`src/sv/lpdk_pkg.sv`:
```
`timescale 1ns / 1ps

package lpdk_pkg;

    localparam int HEADER_BYTES = 4;
    localparam int LEN_W        = 11;
    localparam int MS_W         = 32;
    localparam int CFG_IDX_W    = 2;
    localparam int CFG_DATA_W   = 32;

    localparam logic [1:0] KIND_BYTE = 2'd0;
    localparam logic [1:0] KIND_CTRL = 2'd1;
    localparam logic [1:0] KIND_TICK = 2'd2;
    localparam logic [1:0] KIND_SENT = 2'd3;

    localparam logic [2:0] EV_NONE      = 3'd0;
    localparam logic [2:0] EV_KEEPALIVE = 3'd1;
    localparam logic [2:0] EV_HS_REPLY  = 3'd2;
    localparam logic [2:0] EV_CTRL_BACK = 3'd3;
    localparam logic [2:0] EV_BAD_LEN   = 3'd4;
    localparam logic [2:0] EV_BAD_TYPE  = 3'd5;
    localparam logic [2:0] EV_RX_TMO    = 3'd6;
    localparam logic [2:0] EV_SEND_KA   = 3'd7;

    localparam logic [15:0] TYPE_KEEPALIVE = 16'd0;
    localparam logic [15:0] TYPE_HS_REPLY  = 16'd1;
    localparam logic [15:0] TYPE_MOUSE_OFF = 16'd2;

    localparam logic [CFG_IDX_W-1:0] REG_RECV_TIMEOUT = 2'd0;
    localparam logic [CFG_IDX_W-1:0] REG_KA_LEAD      = 2'd1;
    localparam logic [CFG_IDX_W-1:0] REG_MAX_LEN      = 2'd2;

    localparam logic [MS_W-1:0]  RECV_TIMEOUT_RST = 32'd30000;
    localparam logic [MS_W-1:0]  KA_LEAD_RST      = 32'd5000;
    localparam logic [MS_W-1:0]  THRESHOLD_RST    = 32'd25000;
    localparam logic [LEN_W-1:0] MAX_LEN_RST      = 11'd1024;
    localparam logic [MS_W-1:0]  MS_MAX           = '1;

    typedef struct packed {
        logic                  we;
        logic [CFG_IDX_W-1:0]  idx;
        logic [CFG_DATA_W-1:0] data;
    } t_cfg_wr;

    typedef struct packed {
        logic [2:0] event_res;
        logic       active;
        logic       error;
    } t_frm_res;

endpackage

```
`src/sv/lpdk_frame.sv`:
```
`timescale 1ns / 1ps

module lpdk_frame (
    input  logic               i_clk,
    input  logic               i_rst_n,
    input  logic               i_fire,
    input  logic [1:0]         i_kind,
    input  logic [7:0]         i_byte,
    input  lpdk_pkg::t_cfg_wr  i_cfg,
    output lpdk_pkg::t_frm_res o_res
);

    logic                         r_in_payload, n_in_payload;
    logic [lpdk_pkg::LEN_W-1:0]   r_bytes_left, n_bytes_left;
    logic [31:0]                  r_len, n_len;
    logic [15:0]                  r_type, n_type;
    logic [1:0]                   r_idx, n_idx;
    logic                         r_active, n_active;
    logic                         r_error, n_error;
    logic [lpdk_pkg::LEN_W-1:0]   r_max_len;
    logic [2:0]                   ev;
    logic [lpdk_pkg::LEN_W-1:0]   bl_dec;
    logic [31:0]                  len_new;
    logic [15:0]                  type_new;

    assign bl_dec   = r_bytes_left - lpdk_pkg::LEN_W'(1);
    assign len_new  = {r_len[23:0], i_byte};
    assign type_new = (r_idx < 2'd2) ? {r_type[7:0], i_byte} : r_type;

    always_comb begin
        n_in_payload = r_in_payload;
        n_bytes_left = r_bytes_left;
        n_len        = r_len;
        n_type       = r_type;
        n_idx        = r_idx;
        n_active     = r_active;
        n_error      = r_error;
        ev           = lpdk_pkg::EV_NONE;
        case (i_kind)
            lpdk_pkg::KIND_BYTE: begin
                if (!r_error) begin
                    n_bytes_left = bl_dec;
                    if (!r_in_payload) begin
                        n_len = len_new;
                        if (bl_dec == '0) begin
                            if (len_new < 32'd2 || len_new > 32'(r_max_len)) begin
                                n_error = 1'b1;
                                ev      = lpdk_pkg::EV_BAD_LEN;
                            end else begin
                                n_in_payload = 1'b1;
                                n_bytes_left = len_new[lpdk_pkg::LEN_W-1:0];
                                n_idx        = '0;
                                n_type       = '0;
                            end
                        end
                    end else begin
                        n_type = type_new;
                        if (r_idx < 2'd2) begin
                            n_idx = r_idx + 2'd1;
                        end
                        if (bl_dec == '0) begin
                            case (type_new)
                                lpdk_pkg::TYPE_KEEPALIVE: ev = lpdk_pkg::EV_KEEPALIVE;
                                lpdk_pkg::TYPE_HS_REPLY:  ev = lpdk_pkg::EV_HS_REPLY;
                                lpdk_pkg::TYPE_MOUSE_OFF: begin
                                    if (r_active) begin
                                        n_active = 1'b0;
                                        ev       = lpdk_pkg::EV_CTRL_BACK;
                                    end
                                end
                                default: begin
                                    n_error = 1'b1;
                                    ev      = lpdk_pkg::EV_BAD_TYPE;
                                end
                            endcase
                            n_in_payload = 1'b0;
                            n_bytes_left = lpdk_pkg::LEN_W'(lpdk_pkg::HEADER_BYTES);
                            n_len        = '0;
                            n_idx        = '0;
                            n_type       = '0;
                        end
                    end
                end
            end
            lpdk_pkg::KIND_CTRL: n_active = 1'b1;
            default: ;
        endcase
    end

    assign o_res.event_res = ev;
    assign o_res.active    = n_active;
    assign o_res.error     = n_error;

    always_ff @(posedge i_clk) begin
        if (!i_rst_n) begin
            r_in_payload <= 1'b0;
            r_bytes_left <= lpdk_pkg::LEN_W'(lpdk_pkg::HEADER_BYTES);
            r_len        <= '0;
            r_type       <= '0;
            r_idx        <= '0;
            r_active     <= 1'b0;
            r_error      <= 1'b0;
            r_max_len    <= lpdk_pkg::MAX_LEN_RST;
        end else begin
            if (i_fire) begin
                r_in_payload <= n_in_payload;
                r_bytes_left <= n_bytes_left;
                r_len        <= n_len;
                r_type       <= n_type;
                r_idx        <= n_idx;
                r_active     <= n_active;
                r_error      <= n_error;
            end
            if (i_cfg.we && i_cfg.idx == lpdk_pkg::REG_MAX_LEN) begin
                r_max_len <= i_cfg.data[lpdk_pkg::LEN_W-1:0];
            end
        end
    end

    a_error_sticky: assert property (@(posedge i_clk) disable iff (!i_rst_n)
        r_error |=> r_error)
        else $error("link error flag cleared without reset");

    a_idx_range: assert property (@(posedge i_clk) disable iff (!i_rst_n)
        r_idx != 2'd3)
        else $error("payload index past type bytes");

    a_payload_left: assert property (@(posedge i_clk) disable iff (!i_rst_n)
        (r_in_payload && !r_error) |-> (r_bytes_left != '0))
        else $error("payload in progress with no bytes left");

endmodule

```
`src/sv/lpdk_idle.sv`:
```
`timescale 1ns / 1ps

module lpdk_idle (
    input  logic              i_clk,
    input  logic              i_rst_n,
    input  logic              i_fire,
    input  logic [1:0]        i_kind,
    input  lpdk_pkg::t_cfg_wr i_cfg,
    output logic [2:0]        o_event
);

    logic [lpdk_pkg::MS_W-1:0] r_timeout, n_timeout;
    logic [lpdk_pkg::MS_W-1:0] r_lead, n_lead;
    logic [lpdk_pkg::MS_W-1:0] r_threshold, n_threshold;
    logic [lpdk_pkg::MS_W-1:0] r_recv_idle, n_recv_idle;
    logic [lpdk_pkg::MS_W-1:0] r_send_idle, n_send_idle;
    logic                      rx_tmo;
    logic                      ka_due;

    // new count > limit, with the saturated count, is old count >= limit
    // unless the limit itself is the top value
    assign rx_tmo = (r_recv_idle >= r_timeout) && (r_timeout != lpdk_pkg::MS_MAX);
    assign ka_due = (r_send_idle >= r_threshold) && (r_threshold != lpdk_pkg::MS_MAX);

    always_comb begin
        n_timeout = r_timeout;
        n_lead    = r_lead;
        if (i_cfg.we && i_cfg.idx == lpdk_pkg::REG_RECV_TIMEOUT) begin
            n_timeout = i_cfg.data;
        end
        if (i_cfg.we && i_cfg.idx == lpdk_pkg::REG_KA_LEAD) begin
            n_lead = i_cfg.data;
        end
        n_threshold = (n_lead >= n_timeout) ? '0 : n_timeout - n_lead;
    end

    always_comb begin
        n_recv_idle = r_recv_idle;
        n_send_idle = r_send_idle;
        o_event     = lpdk_pkg::EV_NONE;
        case (i_kind)
            lpdk_pkg::KIND_BYTE: n_recv_idle = '0;
            lpdk_pkg::KIND_SENT: n_send_idle = '0;
            lpdk_pkg::KIND_TICK: begin
                if (r_recv_idle != lpdk_pkg::MS_MAX) begin
                    n_recv_idle = r_recv_idle + lpdk_pkg::MS_W'(1);
                end
                if (r_send_idle != lpdk_pkg::MS_MAX) begin
                    n_send_idle = r_send_idle + lpdk_pkg::MS_W'(1);
                end
                if (rx_tmo) begin
                    o_event = lpdk_pkg::EV_RX_TMO;
                end else if (ka_due) begin
                    o_event = lpdk_pkg::EV_SEND_KA;
                end
            end
            default: ;
        endcase
    end

    always_ff @(posedge i_clk) begin
        if (!i_rst_n) begin
            r_timeout   <= lpdk_pkg::RECV_TIMEOUT_RST;
            r_lead      <= lpdk_pkg::KA_LEAD_RST;
            r_threshold <= lpdk_pkg::THRESHOLD_RST;
            r_recv_idle <= '0;
            r_send_idle <= '0;
        end else begin
            r_timeout   <= n_timeout;
            r_lead      <= n_lead;
            r_threshold <= n_threshold;
            if (i_fire) begin
                r_recv_idle <= n_recv_idle;
                r_send_idle <= n_send_idle;
            end
        end
    end

    a_thr_bound: assert property (@(posedge i_clk) disable iff (!i_rst_n)
        r_threshold <= r_timeout)
        else $error("keepalive threshold above receive timeout");

endmodule

```
`src/sv/length_prefixed_deframer_keepalive.sv`:
```
`timescale 1ns / 1ps

// Channel   Dir  Beat fields (low bit up)                         Handshake
// s_axis    in   tdata: rx_byte[7:0]; tuser: kind[1:0]            tvalid/tready
// m_axis    out  tdata: event_res[2:0], active_side, link_error,  tvalid/tready
//                3 zero bits
// cfg       in   i_cfg_idx, i_cfg_data[31:0]                      i_cfg_we
//
// One beat in, one beat out; a new beat is taken every cycle while m_axis accepts results.
// Each beat passes two registers: input register, then result register.
// Synchronous active-low reset restores register defaults and clears framing and idle state;
// the beat data and result registers are not reset. A stall on m_axis holds the result
// register; s_axis stays ready while the input register can still drain.

module length_prefixed_deframer_keepalive (
    input  logic        i_clk,
    input  logic        i_rst_n,
    input  logic        s_axis_tvalid,
    output logic        s_axis_tready,
    input  logic [7:0]  s_axis_tdata,   // rx_byte[7:0]
    input  logic [1:0]  s_axis_tuser,   // kind[1:0]
    output logic        m_axis_tvalid,
    input  logic        m_axis_tready,
    output logic [7:0]  m_axis_tdata,   // event_res[2:0], active_side, link_error, pad
    input  logic        i_cfg_we,
    input  logic [1:0]  i_cfg_idx,
    input  logic [31:0] i_cfg_data
);

    logic               r_s1_valid;
    logic [1:0]         r_s1_kind;
    logic [7:0]         r_s1_byte;
    logic               r_s2_valid;
    lpdk_pkg::t_frm_res r_s2_res;
    logic               s2_take;
    logic               s1_fire;
    lpdk_pkg::t_cfg_wr  cfg;
    lpdk_pkg::t_frm_res frm_res;
    lpdk_pkg::t_frm_res n_res;
    logic [2:0]         idle_ev;

    assign cfg.we   = i_cfg_we;
    assign cfg.idx  = i_cfg_idx;
    assign cfg.data = i_cfg_data;

    assign s2_take       = !r_s2_valid || m_axis_tready;
    assign s1_fire       = r_s1_valid && s2_take;
    assign s_axis_tready = !r_s1_valid || s2_take;

    lpdk_frame u_frame (
        .i_clk   (i_clk),
        .i_rst_n (i_rst_n),
        .i_fire  (s1_fire),
        .i_kind  (r_s1_kind),
        .i_byte  (r_s1_byte),
        .i_cfg   (cfg),
        .o_res   (frm_res)
    );

    lpdk_idle u_idle (
        .i_clk   (i_clk),
        .i_rst_n (i_rst_n),
        .i_fire  (s1_fire),
        .i_kind  (r_s1_kind),
        .i_cfg   (cfg),
        .o_event (idle_ev)
    );

    always_comb begin
        n_res = frm_res;
        if (r_s1_kind == lpdk_pkg::KIND_TICK) begin
            n_res.event_res = idle_ev;
        end
    end

    always_ff @(posedge i_clk) begin
        if (!i_rst_n) begin
            r_s1_valid <= 1'b0;
            r_s2_valid <= 1'b0;
        end else begin
            if (s_axis_tready) begin
                r_s1_valid <= s_axis_tvalid;
            end
            if (s2_take) begin
                r_s2_valid <= r_s1_valid;
            end
        end
        if (s_axis_tready && s_axis_tvalid) begin
            r_s1_kind <= s_axis_tuser;
            r_s1_byte <= s_axis_tdata;
        end
        if (s1_fire) begin
            r_s2_res <= n_res;
        end
    end

    assign m_axis_tvalid = r_s2_valid;
    assign m_axis_tdata  = {3'b000, r_s2_res.error, r_s2_res.active, r_s2_res.event_res};

endmodule
```
`config.mk`:
```
export PLATFORM = sky130hd
export DESIGN_NAME = length_prefixed_deframer_keepalive
export DESIGN_NICKNAME = d
export VERILOG_FILES = /design/src/sv/lpdk_pkg.sv /design/src/sv/lpdk_frame.sv /design/src/sv/lpdk_idle.sv /design/src/sv/length_prefixed_deframer_keepalive.sv
export SDC_FILE = /design/constraint.sdc
export NUM_CORES = 1
export LEC_CHECK = 0
export ABC_AREA = 1
export BUFFER_PORTS_ARGS = -buffer_cell sky130_fd_sc_hd__buf_2
export CAP_MARGIN = 20
export CORE_MARGIN = 3
export CORE_UTILIZATION = 29
export CTS_BUF_LIST = sky130_fd_sc_hd__clkbuf_4
export DETAILED_ROUTE_END_ITERATION = 8
export PLACE_DENSITY = 0.51
export RECOVER_POWER = 25
export SYNTH_ARGS = -nofsm -noshare
export SYNTH_HDL_FRONTEND = slang
export SYNTH_HIERARCHICAL = 1
export SYNTH_SLANG_ARGS = --single-unit
export TNS_END_PERCENT = 50
```
`constraint.sdc`:
```
create_clock -name i_clk -period 4.2 [get_ports i_clk]
set_input_delay 0.21 -clock i_clk [delete_from_list [all_inputs] [get_ports i_clk]]
set_output_delay 0.21 -clock i_clk [all_outputs]
set_load 0.005 [all_outputs]
```
# Yosys cells after proc, flatten, opt, wreduce, memory -nomap -nowiden
# Index checks and enable logic that the tools add are counted.
op_classes:
  add_sub_neg: 5
  mul: 0
  div_mod_pow: 0
  magnitude_cmp: 6
  eq_ne: 15
  n_shift: 0
  n_mux: 50
  n_bitwise: 2
  reduce_logical: 28
ops:
  columns: ["cell", "n"]
  rows:
  - ["two-way mux 32 bit", 4]
  - ["!= test 32 bit (second input constant)", 4]
  - ["case mux 32 bit (2 select lines)", 2]
  - [">= comparator 32 bit", 3]
  - ["two-way mux 16 bit", 5]
  - ["adder 32 x 1 -> 32 bit (second input constant)", 2]
  - ["two-way mux 24 bit", 2]
  - ["two-way mux 11 bit", 4]
  - ["> comparator 32 x 11 -> 1 bit", 1]
  - ["less-than comparator 32 x 2 -> 1 bit (second input constant)", 1]
  - ["subtractor 32 bit", 1]
  - ["two-way mux 3 bit", 9]
  - ["equality test 16 x 1 -> 1 bit (second input constant)", 1]
  - ["equality test 16 x 2 -> 1 bit (second input constant)", 1]
  - ["zero test 16 bit", 1]
  - ["two-way mux 1 bit", 15]
  - ["two-way mux 15 bit", 1]
  - ["two-way mux 2 bit", 6]
  - ["zero test 11 bit", 1]
  - ["subtractor 11 x 1 -> 11 bit (second input constant)", 1]
  - ["case mux 3 bit (3 select lines)", 1]
  - ["AND reduction 3 bit", 3]
  - ["nonzero test 2 bit", 4]
  - ["logical AND 1 bit", 7]
  - ["other kinds (16)", 26]
totals:
  regBits: 244
  latch_bits: 0
  mem_bits_rw: 0
  mem_bits_ro: 0
  in_bits: 49
  out_inout_bits: 10
  word_cells: 127
  memories: 0

# Logic depth before layout (Yosys ltp)
# Gate-level depths: netlist of the first run.
logic_depth:
  ltp_word: 9
  mapped_depth: 22
  depth_no_buf: 20

# Cells and area by module
# Netlist of the first run, hierarchy kept.
modules_own_cells:
  columns: ["module", "n_inst", "cells_each", "area_per_inst_um2", "seq_area_each_um2"]
  rows:
  - ["lpdk_idle", 1, 1732, 11220.8, 3203.1]
  - ["lpdk_frame", 1, 585, 3817.4, 1341.3]
  - ["length_prefixed_deframer_keepalive", 1, 43, 616.8, 490.5]

# Worst setup path before layout of the first run
# Ideal clock, no wire load.
synth_timing:
  kind: "input to register"
  start: "input port i_cfg_idx[1]"
  end: "register u_idle/r_threshold[20] in the netlist's numbering"
  setup_ns: 0.115
  t_arrival_ns: 2.609
  t_required_ns: 4.085
  slack_ns: 1.476
  path_stages: 21
  n_path_buf: 4
  path_cell_list: "inv_1 nand3_1 buf_2 inv_1 clkbuf_1 buf_2 a21oi_1 ha_1 inv_1 fa_1 nand3_1 nand2_1 nand2_1 nand2_1 nand2_1 nand2_1 nand2_1 nand2_2 nand3_4 buf_6 nor2_2"
synth_via:
  elab_chain_len: 5
  elab_cells_between_ends: 9
  classes_between: "1 x add/sub; 1 x order compare; 1 x eq/ne; 2 x mux; 4 x reduce/logical"
synth_lines:
  columns: ["item", "line_no", "rtl"]
  rows:
  - ["start: declaration", "length_prefixed_deframer_keepalive.sv:26", "input logic [1:0] i_cfg_idx,"]
  - ["equality test 2 x 1 -> 1 bit (*)", "lpdk_idle.sv:31", "if (i_cfg.we && i_cfg.idx == lpdk_pkg::REG_KA_LEAD) begin"]
  - ["logical AND 1 bit (*)", "lpdk_idle.sv:31", null]
  - ["two-way mux 32 bit (*)", "lpdk_idle.sv:31", null]
  - ["via u_idle.n_lead (one bit)", "lpdk_idle.sv:13", "logic [lpdk_pkg::MS_W-1:0] r_lead, n_lead;"]
  - [">= comparator 32 bit", "lpdk_idle.sv:34", "n_threshold = (n_lead >= n_timeout) ? '0 : n_timeout - n_lead;"]
  - ["OR reduction 2 bit (no source line)", null, null]
  - ["end signal: assignment", "lpdk_idle.sv:65", "r_threshold <= lpdk_pkg::THRESHOLD_RST;"]
  - ["end signal: assignment", "lpdk_idle.sv:71", "r_threshold <= n_threshold;"]
  - ["end: declaration", "lpdk_idle.sv:14", "logic [lpdk_pkg::MS_W-1:0] r_threshold, n_threshold;"]
# The timed path passes the listed nets; every way through them passes the cells marked *.
# A chain may end at the register's enable or synchronous reset.

# Final worst setup path of the first run
layout_timing:
  start: "input port i_rst_n"
  end: "register u_idle/r_timeout[24] in the netlist's numbering"
layout_rtl:
  columns: ["item", "line_no", "rtl"]
  rows:
  - ["start: declaration", "length_prefixed_deframer_keepalive.sv:17", "input logic i_rst_n,"]
  - ["end signal: assignment", "lpdk_idle.sv:63", "r_timeout <= lpdk_pkg::RECV_TIMEOUT_RST;"]
  - ["end signal: assignment", "lpdk_idle.sv:69", "r_timeout <= n_timeout;"]
  - ["end: declaration", "lpdk_idle.sv:12", "logic [lpdk_pkg::MS_W-1:0] r_timeout, n_timeout;"]
# No word-level cell between the ends.

==> results of run 1 <==
how the worst min path moves through the flow:
stage                               start      endpoint  slack [ns]  depth (start not counted)
after floorplan           s_axis_tdata[0]  r_s1_byte[0]        0.31                          0
after global placement    s_axis_tdata[6]  r_s1_byte[6]        0.39                          1
after detailed placement  s_axis_tdata[6]  r_s1_byte[6]        0.39                          1
after CTS                 s_axis_tdata[2]  r_s1_byte[2]        0.02                          2
after global routing      s_axis_tdata[7]  r_s1_byte[7]        0.02                          2
final                     s_axis_tdata[0]  r_s1_byte[0]        0.13                          2
cell usage in the layout (no fill, tap or decap), drive strengths merged, types with 2 or more instances in the layout:
cell type and instances:
buf 57, a21oi 195, inv 313, clkinv 27
dfxtp 229, nand3 118, clkbuf 112, dlygate4sd3 60
clkinvlp 4, and3 2, edfxtp 15, xnor2 15
nand2 616, nor3 36, nor2 388, o21a 9
conb 3, xor2 25, ha 111, nor4 9
a21o 6, o211ai 4, or2 5, nand4 49
mux2i 21, nor3b 3, o21bai 7, o21ai 113
routing by layer:
| layer | track usage (%) | up-vias | part of all wire (%) |
|---|---|---|---|
| met5 | 0 | - | 0 |
| met4 | 7.806 | 0 | 4.1 |
| met3 | 3.548 | 94 | 4.4 |
| met2 | 28.17 | 317 | 46 |
| met1 | 21.36 | 6996 | 46 |
| li1 | - | 7877 | - |
area by class of cell:
cell class / instances / area [µm²] / share of cell area (%)
antenna: 1 / 2.502 / 0.01386
clock buffer: 101 / 758.2 / 4.199
clock inverter: 33 / 152.6 / 0.8453
inverter: 311 / 1170 / 6.479
tap: 688 / 860.8 / 4.767
timing repair buffer: 128 / 1010 / 5.592
multi-input combinational: 1741 / 9069 / 50.22
sequential: 244 / 5035 / 27.88
registers in the layout, summed over array words and instances (netlist names), 2 cells and up:
register,count
u_frame/r_idx,2
u_frame/r_bytes_left,11
u_frame/r_max_len,11
u_idle/r_timeout,32
m_axis_tdata,5
u_idle/r_send_idle,32
u_idle/r_threshold,32
u_idle/r_lead,32
r_s1_byte,8
u_frame/r_len,24
r_s1_kind,2
u_idle/r_recv_idle,32
u_frame/r_type,16
stage by stage:
stage	hold slack, ns	worst slack (ns)	cells
after global routing	0.02005	0.7612	3247
final	0.1279	0.9769	3247
after CTS	0.01716	1.426	3244
after floorplan	0.3089	1.476	2362
after global placement	0.3872	1.175	3050
after detailed placement	0.3888	1.189	3050
power groups by stage:
stage	sequential [W]	clock (W)	combinational [W]
2_1_floorplan	0.00253	0	0.000792
3_3_place_gp	0.00256	0	0.00108
5_1_grt	0.00252	0.00250	0.00128
6_report	0.00251	0.00228	0.00113
4_1_cts	0.00251	0.00239	0.00113
3_5_place_dp	0.00256	0	0.00108
worst max-delay path: stages:
cell	delay, ns
dlygate4sd3_1	0.53
clkbuf_1	0.31
buf_4	0.39
inv_1	1.24
clkbuf_2	0.95
nor2_1	0.14
cell families (layout without fill, tap and decap cells):
logic type | count (synthesis) | after routing
and+or+nand+nor | 1228 | 1228
buffers and inverters | 377 | 573
AOI/OAI and AO/OA | 337 | 337
DFF | 244 | 244
adders and majority gates | 112 | 112
xor gates and xnor gates | 40 | 40
muxes | 21 | 21
other | 1 | 4
cells in the mapped netlist (all sizes together) (7+ instances only):
cell / number
nand2: 616
nor2: 388
inv: 310
dfxtp: 229
a21oi: 195
nand3: 118
o21ai: 113
ha: 111
nand4: 49
buf: 37
nor3: 36
clkbuf: 29
xor2: 25
mux2i: 21
edfxtp: 15
xnor2: 15
nor4: 9
o21a: 9
o21bai: 7
==> summary.md, run 1 <==
| Metric | Value |
|---|---|
| Status | `finished, violations left` |
| Violated checks | `max-capacitance violations, max-slew violations` |
| Reg2Reg Depth | `9` |
| Pre-antenna DRT Iters | `5` |
| Port Buffer Count | `55` |
| Yosys warnings | `6` |
| All-Layer GR Usage | `17.04%` |
| DIE AREA | `56810 µm²` |
| Final Hold Fails | `0` |
| Largest net degree at the start of global routing | `65` |
| Reg-to-reg endpoint | `u_frame/r_bytes_left[0]` |
| Netlist Area Pre-Place | `15660 µm²` |
| Placed instance area | `16510 µm²` |
| Gate power share | `19.1%` |
| Nets | `2661` |
| Max-slew violation count | `48` |
| Tmin final | `3.223 ns` |
| Period utilization | `76.74%` |
| Worst setup SP type | `input port` |
| Seq/Total Area, Yosys | `32.16%` |
| CTS tree | `built` |
| PwrDens | `327.9 nW/µm²` |
| Routed wire per std cell | `15.07 µm` |
| Vias in the first global route | `14.82k` |
| Top cells by area, synth | `dfxtp_1 29%, nand2_1 14%, ha_1 8.9%` |
| Crit. End Element | `flop` |
| First-pass GRT wire length | `77150 µm` |
| Clock share of power | `38.5%` |
| Clk sinks | `244` |
| Number of post-CTS setup repair buffers | `0` |
| CTS root buf | `clkbuf_4` |
| Resize count post-CTS | `0` |
| Largest family of logic cells by synthesized area | `simple AND/OR/NAND/NOR gates` |
| CP arrival | `3.82 ns` |
| RSZ-0062 raised after global routing | `false` |
| Worst slew margin | `-12.08%` |
| Simple-Gate Fraction of Synth Area | `33.79%` |
| Top_reg_cell synth | `dfxtp_1` |
| Post-Synth Adder-Cell Area | `8.999%` |
| Sequential Power Share | `42.4%` |
| Die width | `238.3 µm` |
| Syn avg cell area | `6.633 µm²` |
| Synthesis-stage register bit count | `244` |
| Total power | `0.005921 W` |
| GR Overflow Total | `0` |
| GP Congestion | `0.9226` |
| # hold bufs at CTS | `60` |
| Worst Path Required | `4.80 ns` |
| Skew final | `0.08938 ns` |
| Die Y | `238.3 µm` |
| CP startpoint | `i_rst_n` |
| Crit path to | `u_idle/r_timeout[24]` |
| Ports | `59` |
| Sw Ratio | `33.25%` |
| Area grow syn2layout | `15.35%` |
| Slew @ Worst Pin | `1.681 ns` |
| Clock-pin slew on the worst setup and hold paths | `0.06 ns` |
| Synth cell types | `53` |
| Core footprint | `52970 µm²` |
| Maximum root-to-sink buffer count | `3` |
| H-tree depth | `3` |
| DP Wirelength | `37230 µm` |
| Net switching component of the power | `0.001968 W` |
| Initial Util | `29.55%` |
| Fill cell count | `5870` |
| Setup TNS | `0 ns` |
| Worst Hold Class | `input port to flop` |
| Total CTS buffers | `74` |
| Critical path type | `input port to flop` |
| Mux cell area share after synthesis | `1.343%` |
| Internal power | `0.003952 W` |
| Top cell type's share of synthesized area | `29.28%` |
| Total Wirelength | `48950 µm` |
| Remaining DRCs | `0` |
| Post-Synth XOR/XNOR Area | `2.238%` |
| Max FO, Critical Path | `47` |
| Vias/cell | `4.707` |
| Antenna violations before repair | `1` |
| Vias | `15.28k` |
| Post-Syn Instances | `2360` |
| Leakage Power | `7.997 nW` |
| Row count | `84` |
| Share of layout cells above drive strength 1 | `9.891%` |
| Peak supply drop | `0.0001908 V` |
| DRT antenna net count | `0` |
| Clk Latency, worst-skew pair | `0.81 ns` |
| Post-synth ARST share | `0%` |
| Post-synth top area cell | `dfxtp_1` |
| F_max | `310.3 MHz` |
| Final Util | `34.09%` |
| Setup-failing EPs final | `0` |
| Synth Area in Compound Gates | `11.48%` |
| EDFF count, synth | `15` |
| Crit Reg-Reg Startpoint | `r_s1_valid` |
| Initial DRC Count | `818` |
| Fin area | `18060 µm²` |
| Setup slack, reg-to-reg | `1.34 ns` |
| Max-Cap Viols | `1` |
Note: power is estimated with default switching activity, not from simulation.
==> run 2: changes to the inputs <==
==> constraint.sdc (replaced) <==
create_clock -name i_clk -period 3 [get_ports i_clk]
set_input_delay 0.15 -clock i_clk [delete_from_list [all_inputs] [get_ports i_clk]]
set_output_delay 0.15 -clock i_clk [all_outputs]
set_load 0.005 [all_outputs]
==> run 2 against run 1 <==
The flow now finishes without violations. Wire length about the same. Sequential share of layout area decreased by 0.72 points. Setup slack got worse by 0.75 ns. Total power is 45% higher.
==> summary.md, run 2 (synthesis gave the netlist of run 1 again) <==
| Metric | Value |
|---|---|
| Peak supply drop | `0.0002477 V` |
| Die Y | `238.3 µm` |
| Remaining DRCs | `0` |
| Slew @ Worst Pin | `1.392 ns` |
| Share of layout cells above drive strength 1 | `12.30%` |
| Worst Hold Class | `input port to flop` |
| All-Layer GR Usage | `17.14%` |
| Most frequent cells in the layout | `592 x nand2_1, 366 x nor2_1, 295 x inv_1, 229 x dfxtp_1, 183 x a21oi_1` |
| CTS tree | `built` |
| Antenna violations before repair | `2` |
| Final Util | `34.99%` |
| DP Wirelength | `37030 µm` |
| Final Hold Fails | `0` |
| Initial Util | `29.55%` |
| Worst Path Required | `3.74 ns` |
| Clk Latency, worst-skew pair | `0.80 ns` |
| Initial DRC Count | `1023` |
| Status | `finished, final reports clean` |
| Max FO, Critical Path | `21` |
| Worst setup SP type | `input port` |
| Max-slew violation count | `0` |
| Row count | `84` |
| Setup TNS | `0 ns` |
| F_max | `360.3 MHz` |
| CP arrival | `3.51 ns` |
| DRT antenna net count | `0` |
| Vias in the first global route | `15.06k` |
| Vias/cell | `4.740` |
| Worst setup margin | `0.2247 ns` |
| CTS root buf | `clkbuf_4` |
| GR Overflow Total | `0` |
| Skew final | `0.05206 ns` |
| Area grow syn2layout | `18.38%` |
| Total power | `0.008599 W` |
| Pre-CTS setup slack | `0.2564 ns` |
| Tmin final | `2.775 ns` |
| Period utilization | `92.51%` |
| DIE AREA | `56810 µm²` |
| Port Buffer Count | `55` |
| Fill cell count | `5860` |
| Max-Cap Viols | `0` |
| Largest net degree at the start of global routing | `55` |
| Clock-pin slew on the worst setup and hold paths | `0.07 ns` |
| Total CTS buffers | `74` |
| Total Wirelength | `48940 µm` |
| Core footprint | `52970 µm²` |
| Worst slew margin | `7.199%` |
| H-tree depth | `3` |
| First-pass GRT wire length | `78160 µm` |
| Setup slack, reg-to-reg | `0.37 ns` |
| Die width | `238.3 µm` |
| Most common cell after layout, fill and taps aside | `nand2_1` |
| Nets | `2708` |
| Maximum root-to-sink buffer count | `3` |
| Clk sinks | `244` |
| GP Congestion | `0.9145` |
| RSZ-0062 raised after global routing | `false` |
| Ports | `59` |
| Setup-failing EPs final | `0` |
| Crit. End Element | `flop` |
| Vias | `15.57k` |
| Critical path type | `input port to flop` |
| Routed wire per std cell | `14.90 µm` |
| Leakage Power | `8.275 nW` |
| Pre-antenna DRT Iters | `6` |
| PwrDens | `464.0 nW/µm²` |
## run 2: cell types whose count changed in the layout (fill, tap and decap cells not counted), moves of 5 or more
cell	delta
buf_2	+6
buf_4	+35
clkbuf_1	-5
clkbuf_4	+5
clkinv_1	-19
dlygate4sd3_1	+9
o21ai_0	-5
o21ai_1	+5
## run 2: cell type report
type                            count  area (µm²)  area share, %
Antenna cell                        3       7.507        0.04051
Clock buffer                      106       795.8          4.294
Tap cell                          688       860.8          4.645
Timing Repair Buffer              175        1406          7.588
Multi-Input combinational cell   1741        9120          49.21
Sequential cell                   244        5035          27.17
Inverter                          311        1170          6.312
Clock inverter                     17       137.6         0.7426
## run 2: critical path: stages
cell	delay [ns]
dlygate4sd3_1	0.52
clkbuf_1	1.01
buf_4	0.43
o21ai_0	0.14
dlygate4sd3_1	0.58
a21oi_1	0.11
dlygate4sd3_1	0.55
## run 2: final timing paths
path / startpoint / to / depth (start not counted)
setup reg to reg: u_frame/r_idx[1] / m_axis_tdata[3] / 8
setup / recovery: i_rst_n / u_frame/r_max_len[4] / 7
hold reg to reg: u_frame/r_type[14] / u_frame/r_type[14] / 2
hold / removal: s_axis_tuser[1] / r_s1_kind[1] / 2
## run 2: metal layers
| metal | share of wire [%] | global-route usage (%) |
|---|---|---|
| met2 | 45 | 28.54 |
| met5 | 0 | 0 |
| met3 | 4.6 | 3.155 |
| met4 | 3.9 | 7.550 |
| met1 | 46 | 21.69 |
## run 2: where the power goes
group          switching (W)  leakage [nW]  internal [W]
combinational        0.00109          5.71      0.000638
sequential          0.000100          2.01       0.00342
clock                0.00157         0.561       0.00179
total                0.00276          8.27       0.00584
## run 2: what timing repair did
item	4_1_cts	5_1_grt
hold buffers	70	0
hold endpoints to repair	121	0
setup buffers	0	3
gates resized for setup	0	20
setup endpoints to repair	0	32
## run 2: per-stage QoR
| stage | cell area, µm² | hold slack (ns) | cells |
|---|---|---|---|
| 5_1_grt | 18530 | 0.07294 | 3285 |
| 2_1_floorplan | 15660 | 0.2489 | 2362 |
| 3_3_place_gp | 16780 | 0.3267 | 3084 |
| 6_report | 18530 | 0.1433 | 3285 |
| 4_1_cts | 18410 | 0.005742 | 3277 |
| 3_5_place_dp | 16780 | 0.3281 | 3084 |
